===== config.mk =====
export PLATFORM = sky130hd
export DESIGN_NAME = pid_controller_clamped_integral
export DESIGN_NICKNAME = d
export VERILOG_FILES = /design/src/hw/rtl/pidci_pkg.sv /design/src/hw/rtl/pidci_mul.sv /design/src/hw/rtl/pidci_div.sv /design/src/hw/rtl/pid_controller_clamped_integral.sv
export SDC_FILE = /design/constraint.sdc
export NUM_CORES = 2
export LEC_CHECK = 0
export ABC_CLOCK_PERIOD_IN_PS = 10300
export BUFFER_PORTS_ARGS = -buffer_cell sky130_fd_sc_hd__buf_4
export CAP_MARGIN = 40
export CORE_ASPECT_RATIO = 1.25
export CORE_MARGIN = 2
export CORE_UTILIZATION = 45
export CTS_CLUSTER_DIAMETER = 150
export DETAILED_ROUTE_END_ITERATION = 8
export PLACE_DENSITY_LB_ADDON = 0.15
export SYNTH_ARGS = -nofsm -noshare
export SYNTH_HDL_FRONTEND = slang
export SYNTH_SLANG_ARGS = --single-unit

===== constraint.sdc =====
create_clock -name clk -period 10.3 [get_ports clk]
set_input_delay 2.06 -clock clk [delete_from_list [all_inputs] [get_ports clk]]
set_output_delay 2.06 -clock clk [all_outputs]
set_load 0.005 [all_outputs]

===== src/hw/rtl/pidci_pkg.sv =====
package pidci_pkg;

  // Field widths.
  localparam int unsigned DATA_W  = 16;  // samples, gains, result
  localparam int unsigned CFG_W   = 15;  // divisor and integral limit
  localparam int unsigned ERR_W   = 17;  // measured minus target
  localparam int unsigned DIFF_W  = 18;  // error difference, multiplier operand A
  localparam int unsigned PROD_W  = DIFF_W + DATA_W;
  localparam int unsigned ACC_W   = PROD_W + 1;
  localparam int unsigned MAG_W   = PROD_W;
  localparam int unsigned CNT_W   = 6;
  localparam int unsigned IDX_W   = 3;

  // Register indexes of the configuration port.
  localparam logic [IDX_W-1:0] REG_GAIN_P   = 3'd0;
  localparam logic [IDX_W-1:0] REG_GAIN_I   = 3'd1;
  localparam logic [IDX_W-1:0] REG_GAIN_D   = 3'd2;
  localparam logic [IDX_W-1:0] REG_DIVISOR  = 3'd3;
  localparam logic [IDX_W-1:0] REG_LIMIT    = 3'd4;

  // Reset values.
  localparam logic [CFG_W-1:0] DIVISOR_RESET = 15'd1;
  localparam logic [CFG_W-1:0] LIMIT_RESET   = 15'd10000;

  // Saturation bounds of the result magnitude.
  localparam logic [MAG_W-1:0] POS_MAX = MAG_W'(32767);
  localparam logic [MAG_W-1:0] NEG_MAX = MAG_W'(32768);
  localparam logic [DATA_W-1:0] SAT_POS = 16'h7fff;
  localparam logic [DATA_W-1:0] SAT_NEG = 16'h8000;

  // Status of the iterative divider.
  typedef struct packed {
    logic busy;
    logic done;
  } div_status_t;

  typedef enum logic [8:0] {
    S_IDLE  = 9'b000000001,
    S_PREP  = 9'b000000010,
    S_MUL_P = 9'b000000100,
    S_MUL_I = 9'b000001000,
    S_MUL_D = 9'b000010000,
    S_ACC   = 9'b000100000,
    S_DIVLD = 9'b001000000,
    S_DIV   = 9'b010000000,
    S_OUT   = 9'b100000000
  } state_t;

endpackage


===== src/hw/rtl/pidci_mul.sv =====
module pidci_mul (
  input  logic                                     clk,
  input  logic signed [pidci_pkg::DIFF_W-1:0]      a,
  input  logic signed [pidci_pkg::DATA_W-1:0]      b,
  output logic signed [pidci_pkg::PROD_W-1:0]      product
);

  // Registered signed multiply; the product is valid in the cycle after the operands.
  always_ff @(posedge clk) begin
    product <= pidci_pkg::PROD_W'(a * b);
  end

endmodule


===== src/hw/rtl/pidci_div.sv =====
module pidci_div (
  input  logic                            clk,
  input  logic                            rst,
  input  logic                            start,
  input  logic [pidci_pkg::MAG_W-1:0]     dividend,
  input  logic [pidci_pkg::CFG_W-1:0]     divisor,
  output pidci_pkg::div_status_t          status,
  output logic [pidci_pkg::MAG_W-1:0]     quotient
);

  logic [pidci_pkg::CFG_W-1:0] rem;
  logic [pidci_pkg::CFG_W-1:0] dvs;
  logic [pidci_pkg::CNT_W-1:0] count;
  logic [pidci_pkg::CFG_W:0]   shifted;
  logic [pidci_pkg::CFG_W:0]   trial;
  logic                        fits;

  // One restoring step per cycle: shift in the next dividend bit and try the subtract.
  assign shifted = {rem, quotient[pidci_pkg::MAG_W-1]};
  assign trial   = shifted - {1'b0, dvs};
  assign fits    = shifted >= {1'b0, dvs};

  always_ff @(posedge clk) begin
    if (rst) begin
      status <= '0;
      count  <= '0;
    end else if (start) begin
      status.busy <= 1'b1;
      status.done <= 1'b0;
      count       <= pidci_pkg::CNT_W'(pidci_pkg::MAG_W);
    end else if (status.busy) begin
      count <= count - 1'b1;
      if (count == pidci_pkg::CNT_W'(1)) begin
        status.busy <= 1'b0;
        status.done <= 1'b1;
      end
    end else begin
      status.done <= 1'b0;
    end
  end

  always_ff @(posedge clk) begin
    if (start) begin
      rem      <= '0;
      dvs      <= divisor;
      quotient <= dividend;
    end else if (status.busy) begin
      rem      <= fits ? trial[pidci_pkg::CFG_W-1:0] : shifted[pidci_pkg::CFG_W-1:0];
      quotient <= {quotient[pidci_pkg::MAG_W-2:0], fits};
    end
  end

endmodule


===== src/hw/rtl/pid_controller_clamped_integral.sv =====
// PID controller with a clamped integral term.
// Input channel: in_valid/in_ready carry one sample per beat, measured_value and
// target_value. Output channel: out_valid/out_ready carry one control_value per
// input beat, in order. Configuration: cfg_valid/cfg_ready write cfg_data into
// register cfg_index (0 proportional gain, 1 integral gain, 2 derivative gain,
// 3 divisor, 4 integral limit); other indexes are ignored. cfg_ready is always high.
// From the accepting edge to out_valid, each sample goes through sequencing
// with one shared 18x16 multiplier (state update, three products,
// accumulation), then the restoring divider, one quotient bit per cycle, then
// a step to pick up the finished quotient and one to saturate and load the
// output register.
// in_ready is high only while the sequencer is idle, so a new sample is not
// taken until the previous one has reached the output register.
// The result sits in its own output register, so the next sample is accepted
// while an earlier result still waits; if the receiver stalls, the finished
// result of the following sample waits inside the block until the register frees.
// Reset clears previous error and integral, sets all gains to zero, the divisor
// to one and the integral limit to 10000, and empties the output register.
module pid_controller_clamped_integral (
  input  logic                                  clk,
  input  logic                                  rst,
  input  logic                                  in_valid,
  output logic                                  in_ready,
  input  logic signed [pidci_pkg::DATA_W-1:0]   measured_value,
  input  logic signed [pidci_pkg::DATA_W-1:0]   target_value,
  output logic                                  out_valid,
  input  logic                                  out_ready,
  output logic signed [pidci_pkg::DATA_W-1:0]   control_value,
  input  logic                                  cfg_valid,
  output logic                                  cfg_ready,
  input  logic [pidci_pkg::IDX_W-1:0]           cfg_index,
  input  logic [pidci_pkg::DATA_W-1:0]          cfg_data
);

  pidci_pkg::state_t state;

  // Configuration registers.
  logic signed [pidci_pkg::DATA_W-1:0] gain_p;
  logic signed [pidci_pkg::DATA_W-1:0] gain_i;
  logic signed [pidci_pkg::DATA_W-1:0] gain_d;
  logic [pidci_pkg::CFG_W-1:0]         divisor;
  logic [pidci_pkg::CFG_W-1:0]         limit;

  // Controller state and per-sample working registers.
  logic signed [pidci_pkg::ERR_W-1:0]  prev_err;
  logic signed [pidci_pkg::DATA_W-1:0] integral;
  logic signed [pidci_pkg::ERR_W-1:0]  err;
  logic signed [pidci_pkg::DIFF_W-1:0] diff;
  logic signed [pidci_pkg::ACC_W-1:0]  acc;
  logic                                neg;

  // Shared multiplier operands and result.
  logic signed [pidci_pkg::DIFF_W-1:0] mul_a;
  logic signed [pidci_pkg::DATA_W-1:0] mul_b;
  logic signed [pidci_pkg::PROD_W-1:0] product;

  // Divider connections.
  logic                                div_start;
  logic [pidci_pkg::MAG_W-1:0]         div_dividend;
  logic [pidci_pkg::CFG_W-1:0]         div_divisor;
  pidci_pkg::div_status_t              div_status;
  logic [pidci_pkg::MAG_W-1:0]         quotient;

  // Integral update: add the error and clamp to the symmetric limit.
  logic signed [pidci_pkg::DIFF_W-1:0] int_sum;
  logic signed [pidci_pkg::DIFF_W-1:0] lim_pos;
  logic signed [pidci_pkg::DIFF_W-1:0] lim_neg;
  logic signed [pidci_pkg::DIFF_W-1:0] int_clamped;

  logic signed [pidci_pkg::ACC_W-1:0]  acc_next;
  logic [pidci_pkg::DATA_W-1:0]        result;
  logic                                out_free;

  assign cfg_ready = 1'b1;
  assign in_ready  = (state == pidci_pkg::S_IDLE);
  assign out_free  = !out_valid || out_ready;

  assign int_sum = {{2{integral[pidci_pkg::DATA_W-1]}}, integral}
                 + {err[pidci_pkg::ERR_W-1], err};
  assign lim_pos = {3'b000, limit};
  assign lim_neg = -lim_pos;

  always_comb begin
    priority if (int_sum < lim_neg) begin
      int_clamped = lim_neg;
    end else if (int_sum > lim_pos) begin
      int_clamped = lim_pos;
    end else begin
      int_clamped = int_sum;
    end
  end

  // Operand selection for the shared multiplier; each product lands in the cycle after its operands.
  always_comb begin
    unique case (state)
      pidci_pkg::S_MUL_P: begin
        mul_a = {err[pidci_pkg::ERR_W-1], err};
        mul_b = gain_p;
      end
      pidci_pkg::S_MUL_I: begin
        mul_a = {{2{integral[pidci_pkg::DATA_W-1]}}, integral};
        mul_b = gain_i;
      end
      pidci_pkg::S_MUL_D: begin
        mul_a = diff;
        mul_b = gain_d;
      end
      default: begin
        mul_a = diff;
        mul_b = gain_d;
      end
    endcase
  end

  assign acc_next = acc + {product[pidci_pkg::PROD_W-1], product};

  // The result is the negated sum over the divisor: divide the magnitude, then
  // apply the sign, which truncates toward zero.
  assign div_start    = (state == pidci_pkg::S_DIVLD);
  assign div_dividend = acc[pidci_pkg::ACC_W-1] ? pidci_pkg::MAG_W'(-acc)
                                                : pidci_pkg::MAG_W'(acc);
  assign div_divisor  = (divisor == '0) ? pidci_pkg::CFG_W'(1) : divisor;

  always_comb begin
    if (neg) begin
      result = (quotient > pidci_pkg::NEG_MAX) ? pidci_pkg::SAT_NEG
                                               : -quotient[pidci_pkg::DATA_W-1:0];
    end else begin
      result = (quotient > pidci_pkg::POS_MAX) ? pidci_pkg::SAT_POS
                                               : quotient[pidci_pkg::DATA_W-1:0];
    end
  end

  pidci_mul u_mul (
    .clk     (clk),
    .a       (mul_a),
    .b       (mul_b),
    .product (product)
  );

  pidci_div u_div (
    .clk      (clk),
    .rst      (rst),
    .start    (div_start),
    .dividend (div_dividend),
    .divisor  (div_divisor),
    .status   (div_status),
    .quotient (quotient)
  );

  // Configuration writes.
  always_ff @(posedge clk) begin
    if (rst) begin
      gain_p  <= '0;
      gain_i  <= '0;
      gain_d  <= '0;
      divisor <= pidci_pkg::DIVISOR_RESET;
      limit   <= pidci_pkg::LIMIT_RESET;
    end else if (cfg_valid) begin
      unique case (cfg_index)
        pidci_pkg::REG_GAIN_P:  gain_p  <= cfg_data;
        pidci_pkg::REG_GAIN_I:  gain_i  <= cfg_data;
        pidci_pkg::REG_GAIN_D:  gain_d  <= cfg_data;
        pidci_pkg::REG_DIVISOR: divisor <= cfg_data[pidci_pkg::CFG_W-1:0];
        pidci_pkg::REG_LIMIT:   limit   <= cfg_data[pidci_pkg::CFG_W-1:0];
        default: ;
      endcase
    end
  end

  // Sequencer and controller state.
  always_ff @(posedge clk) begin
    if (rst) begin
      state     <= pidci_pkg::S_IDLE;
      prev_err  <= '0;
      integral  <= '0;
      out_valid <= 1'b0;
    end else begin
      // In the output state the register is reloaded below instead.
      if (out_valid && out_ready && (state != pidci_pkg::S_OUT)) begin
        out_valid <= 1'b0;
      end
      unique case (state)
        pidci_pkg::S_IDLE: begin
          if (in_valid) begin
            state <= pidci_pkg::S_PREP;
          end
        end
        pidci_pkg::S_PREP: begin
          prev_err <= err;
          if (gain_i != '0) begin
            integral <= int_clamped[pidci_pkg::DATA_W-1:0];
          end
          state <= pidci_pkg::S_MUL_P;
        end
        pidci_pkg::S_MUL_P: state <= pidci_pkg::S_MUL_I;
        pidci_pkg::S_MUL_I: state <= pidci_pkg::S_MUL_D;
        pidci_pkg::S_MUL_D: state <= pidci_pkg::S_ACC;
        pidci_pkg::S_ACC:   state <= pidci_pkg::S_DIVLD;
        pidci_pkg::S_DIVLD: state <= pidci_pkg::S_DIV;
        pidci_pkg::S_DIV: begin
          if (div_status.done) begin
            state <= pidci_pkg::S_OUT;
          end
        end
        pidci_pkg::S_OUT: begin
          if (out_free) begin
            out_valid <= 1'b1;
            state     <= pidci_pkg::S_IDLE;
          end
        end
        default: state <= pidci_pkg::S_IDLE;
      endcase
    end
  end

  // Working registers; these carry data only and need no reset.
  always_ff @(posedge clk) begin
    unique case (state)
      pidci_pkg::S_IDLE: begin
        if (in_valid) begin
          err <= {measured_value[pidci_pkg::DATA_W-1], measured_value}
               - {target_value[pidci_pkg::DATA_W-1], target_value};
        end
      end
      pidci_pkg::S_PREP: begin
        diff <= {err[pidci_pkg::ERR_W-1], err} - {prev_err[pidci_pkg::ERR_W-1], prev_err};
        acc  <= '0;
      end
      pidci_pkg::S_MUL_I, pidci_pkg::S_MUL_D, pidci_pkg::S_ACC: begin
        acc <= acc_next;
      end
      pidci_pkg::S_DIVLD: begin
        neg <= !acc[pidci_pkg::ACC_W-1] && (acc != '0);
      end
      pidci_pkg::S_OUT: begin
        if (out_free) begin
          control_value <= result;
        end
      end
      default: ;
    endcase
  end

endmodule


==> flow_summary.json <==
{
  "worst_pin_slew_ns": 0.875,
  "fmax_mhz": 109,
  "p_per_area_nw_per_um2": 120,
  "holdWs_ns": 0.453,
  "outcome": "complete, no violations",
  "gr-total-overflow": 0,
  "grt_max_degree": 84,
  "die_x_um": 231,
  "switching_share_pct": 32.7,
  "crit_path_end_kind": "flop",
  "critPathMaxStageDelay_ns": 0.73,
  "synth_top_area_share_pct": 20.3,
  "rsz0062_at_grt": "no",
  "numPortBuffers": 73,
  "die_h_um": 288,
  "intPower_uw": 2550,
  "clock_latency_ns": 0.56,
  "drive_gt1_share_pct": 5.28,
  "root_buffer": "clkbuf_16",
  "post-route-period-util_pct": 89.4,
  "fin_skew_ns": 0.0272,
  "hold_path_depth": 2,
  "synthCells": 3371,
  "drt_iter0_markers": 1320,
  "synth-async-reset-ratio_pct": 0,
  "relSlewSlack_pct": 40.8,
  "clockPowerShare_pct": 33.1,
  "nFillCells": 6021,
  "crit_type": "flop to flop",
  "viasPerCell": 5.37,
  "track_usage_pct": 23.3,
  "core_area_um2": 64200,
  "clk_path_buf_depth": 3,
  "cts_tree": "built",
  "synth_cell_types": 79,
  "antenna_cells": 0,
  "critPathMaxFanout": 20,
  "worstHoldPathType": "flop to flop",
  "drv_cap": 0,
  "slew_violations": 0,
  "layout_common_cells": "nand2_1, inv_1, fa_1",
  "r2r-end": "u_mul.product[33]$_DFF_P_",
  "r2r_start": "state[3]$_SDFFE_PP0P_",
  "synthFlopType": "dfxtp_1",
  "grt_pass1_wl_mm": 123,
  "slowest_stage": "nor4b_1",
  "holdPathEnd": "gain_p[11]$_SDFFE_PP0P_",
  "hold_violations": 0,
  "syn-num-nets": 3944,
  "numCtsBuffers": 35,
  "critical_path_required_ns": 10.71,
  "cts_setup_buffers": 0,
  "area_growth_pct": 8.80,
  "vias": 22800,
  "fin_crit_ns": 9.21,
  "hold_start": "gain_p[11]$_SDFFE_PP0P_",
  "drc": 0,
  "pwr-share-seq_pct": 38.3,
  "cts-htree-levels": 2,
  "path_common_cell": "fa_1",
  "regToRegSetupSlack_ns": 1.09,
  "synth_warnings": 0,
  "die_area_um2": 66700,
  "p_leak_uw": 0.0141,
  "synth_top_cell_by_area": "fa_1",
  "detailed_place_hpwl_mm": 61.9,
  "p_comb_share_pct": 28.6,
  "num_io_pins": 75,
  "setup_tns_ns": 0,
  "grt_pass1_vias": 23800,
  "clock-sinks": 314,
  "worstRegToRegCells": 30,
  "post_cts_resized": 0,
  "nets": 3956,
  "start_util_pct": 45.3,
  "ys_top_cells_by_area": "fa_1, edfxtp_1, dfxtp_1",
  "instances_no_fill": 4257,
  "syn_area_per_cell_um2": 8.62,
  "ys_seq_area_share_pct": 26.3,
  "post-route-util_pct": 49.3,
  "place_inst": 4194,
  "ir_drop_mv": 0.0877,
  "cp.arrival_ns": 9.62,
  "routed_wl_mm": 76.1,
  "wl_per_cell_um": 17.9,
  "finalSetupViolCount": 0,
  "gp_congestion": 0.959,
  "rows": 104,
  "synth_seq_cells": 314,
  "dr.pass1.iters": 5,
  "netlist_area_um2": 29100,
  "p_sw_uw": 1240,
  "path_clk_slew_ns": 0.06,
  "start_kind": "flop",
  "antenna_left": 0,
  "final_common_cell": "nand2_1",
  "antenna_found_initial": 0,
  "synth-edff-count": 136,
  "cts_hold_buf": 0
}
## flip-flops by register name, indices dropped and copies added, names as in the netlist
name / flops
out_valid: 1
limit: 15
prev_err: 17
diff: 18
gain_i: 16
gain_p: 16
divisor: 15
integral: 16
acc: 35
u_div.dvs: 15
neg: 1
control_value: 16
u_mul.product: 34
err: 17
u_div.quotient: 34
u_div.status: 2
state: 9
gain_d: 16
u_div.count: 6
u_div.rem: 15
## cell usage after synthesis (all sizes together), types with 28 or more instances
cell    count
o21ai     139
xor2       62
nor4       28
clkbuf    124
inv       494
nor2      289
a21oi     225
xnor2      96
nand2     534
fa        295
nor3       51
and2       33
edfxtp    136
dfxtp     178
ha        222
a21o       43
nand3      45
## metrics by stage
stage | setup slack (ns) | total power, uW | instance area, um2
2_1_floorplan | 2.10 | 2280 | 29100
3_3_place_gp | 1.56 | 2520 | 30400
3_5_place_dp | 1.17 | 2560 | 30500
4_1_cts | 1.15 | 3820 | 31600
5_1_grt | 0.480 | 4020 | 31600
6_report | 1.09 | 3790 | 31600
## power groups by stage
| stage | clock [uW] | combinational [uW] | sequential [uW] |
|---|---|---|---|
| after floorplan | 0 | 826 | 1450 |
| after global placement | 0 | 1040 | 1480 |
| after detailed placement | 0 | 1080 | 1480 |
| after CTS | 1290 | 1080 | 1450 |
| after global routing | 1330 | 1230 | 1460 |
| final | 1260 | 1080 | 1450 |
## routing by layer
layer  wire length, um  part of all wire, %  global-route usage, %
met5                 0                    0                      0
met4              3710                  4.9                   10.8
met3              2790                  3.7                   2.45
met2             38500                   51                   42.5
met1             31200                   41                   27.3
## critical path: cells and delay by family (launching register included)
kind / cells / cell delay (ns)
AO/OA/AOI/OAI: 8 / 2.24
XOR/XNOR: 1 / 0.09
adder cells (fa/ha/maj): 7 / 3.46
buffers and inverters: 6 / 0.74
flip-flops: 1 / 0.34
AND/OR/NAND/NOR: 8 / 2.18
## cell type report
cell class / count / area [um2] / area share (%)
Timing Repair Buffer: 104 / 836 / 2.64
Inverter: 494 / 1850 / 5.86
Tap cell: 848 / 1060 / 3.35
Clock buffer: 48 / 985 / 3.11
Clock inverter: 15 / 153 / 0.483
Multi-Input combinational cell: 2434 / 19100 / 60.4
Sequential cell: 314 / 7650 / 24.2
## cells by family (layout without fill, tap and decap cells)
group	Yosys count	count (layout)	synth area share (%)
DFF	314	314	26.3
AOI/OAI and AO/OA	611	611	13.1
other	1	1	0.0129
muxes	25	25	0.861
buffers and inverters	623	661	8.06
adders and majority gates	517	517	29.9
and+or+nand+nor	1122	1122	17.0
xor gates and xnor gates	158	158	4.76
## how the worst max path moves through the flow
stage	start	endpoint	slack [ns]	cells after the start
5_1_grt	state[3]$_SDFFE_PP0P_	u_mul.product[33]$_DFF_P_	0.48	30
6_report	state[3]$_SDFFE_PP0P_	u_mul.product[33]$_DFF_P_	1.09	30
3_5_place_dp	state[3]$_SDFFE_PP0P_	u_mul.product[33]$_DFF_P_	1.17	30
2_1_floorplan	state[3]$_SDFFE_PP0P_	u_mul.product[33]$_DFF_P_	2.10	30
4_1_cts	state[3]$_SDFFE_PP0P_	u_mul.product[33]$_DFF_P_	1.15	30
3_3_place_gp	state[3]$_SDFFE_PP0P_	u_mul.product[33]$_DFF_P_	1.56	30
Power figures use the tool's default switching activity.
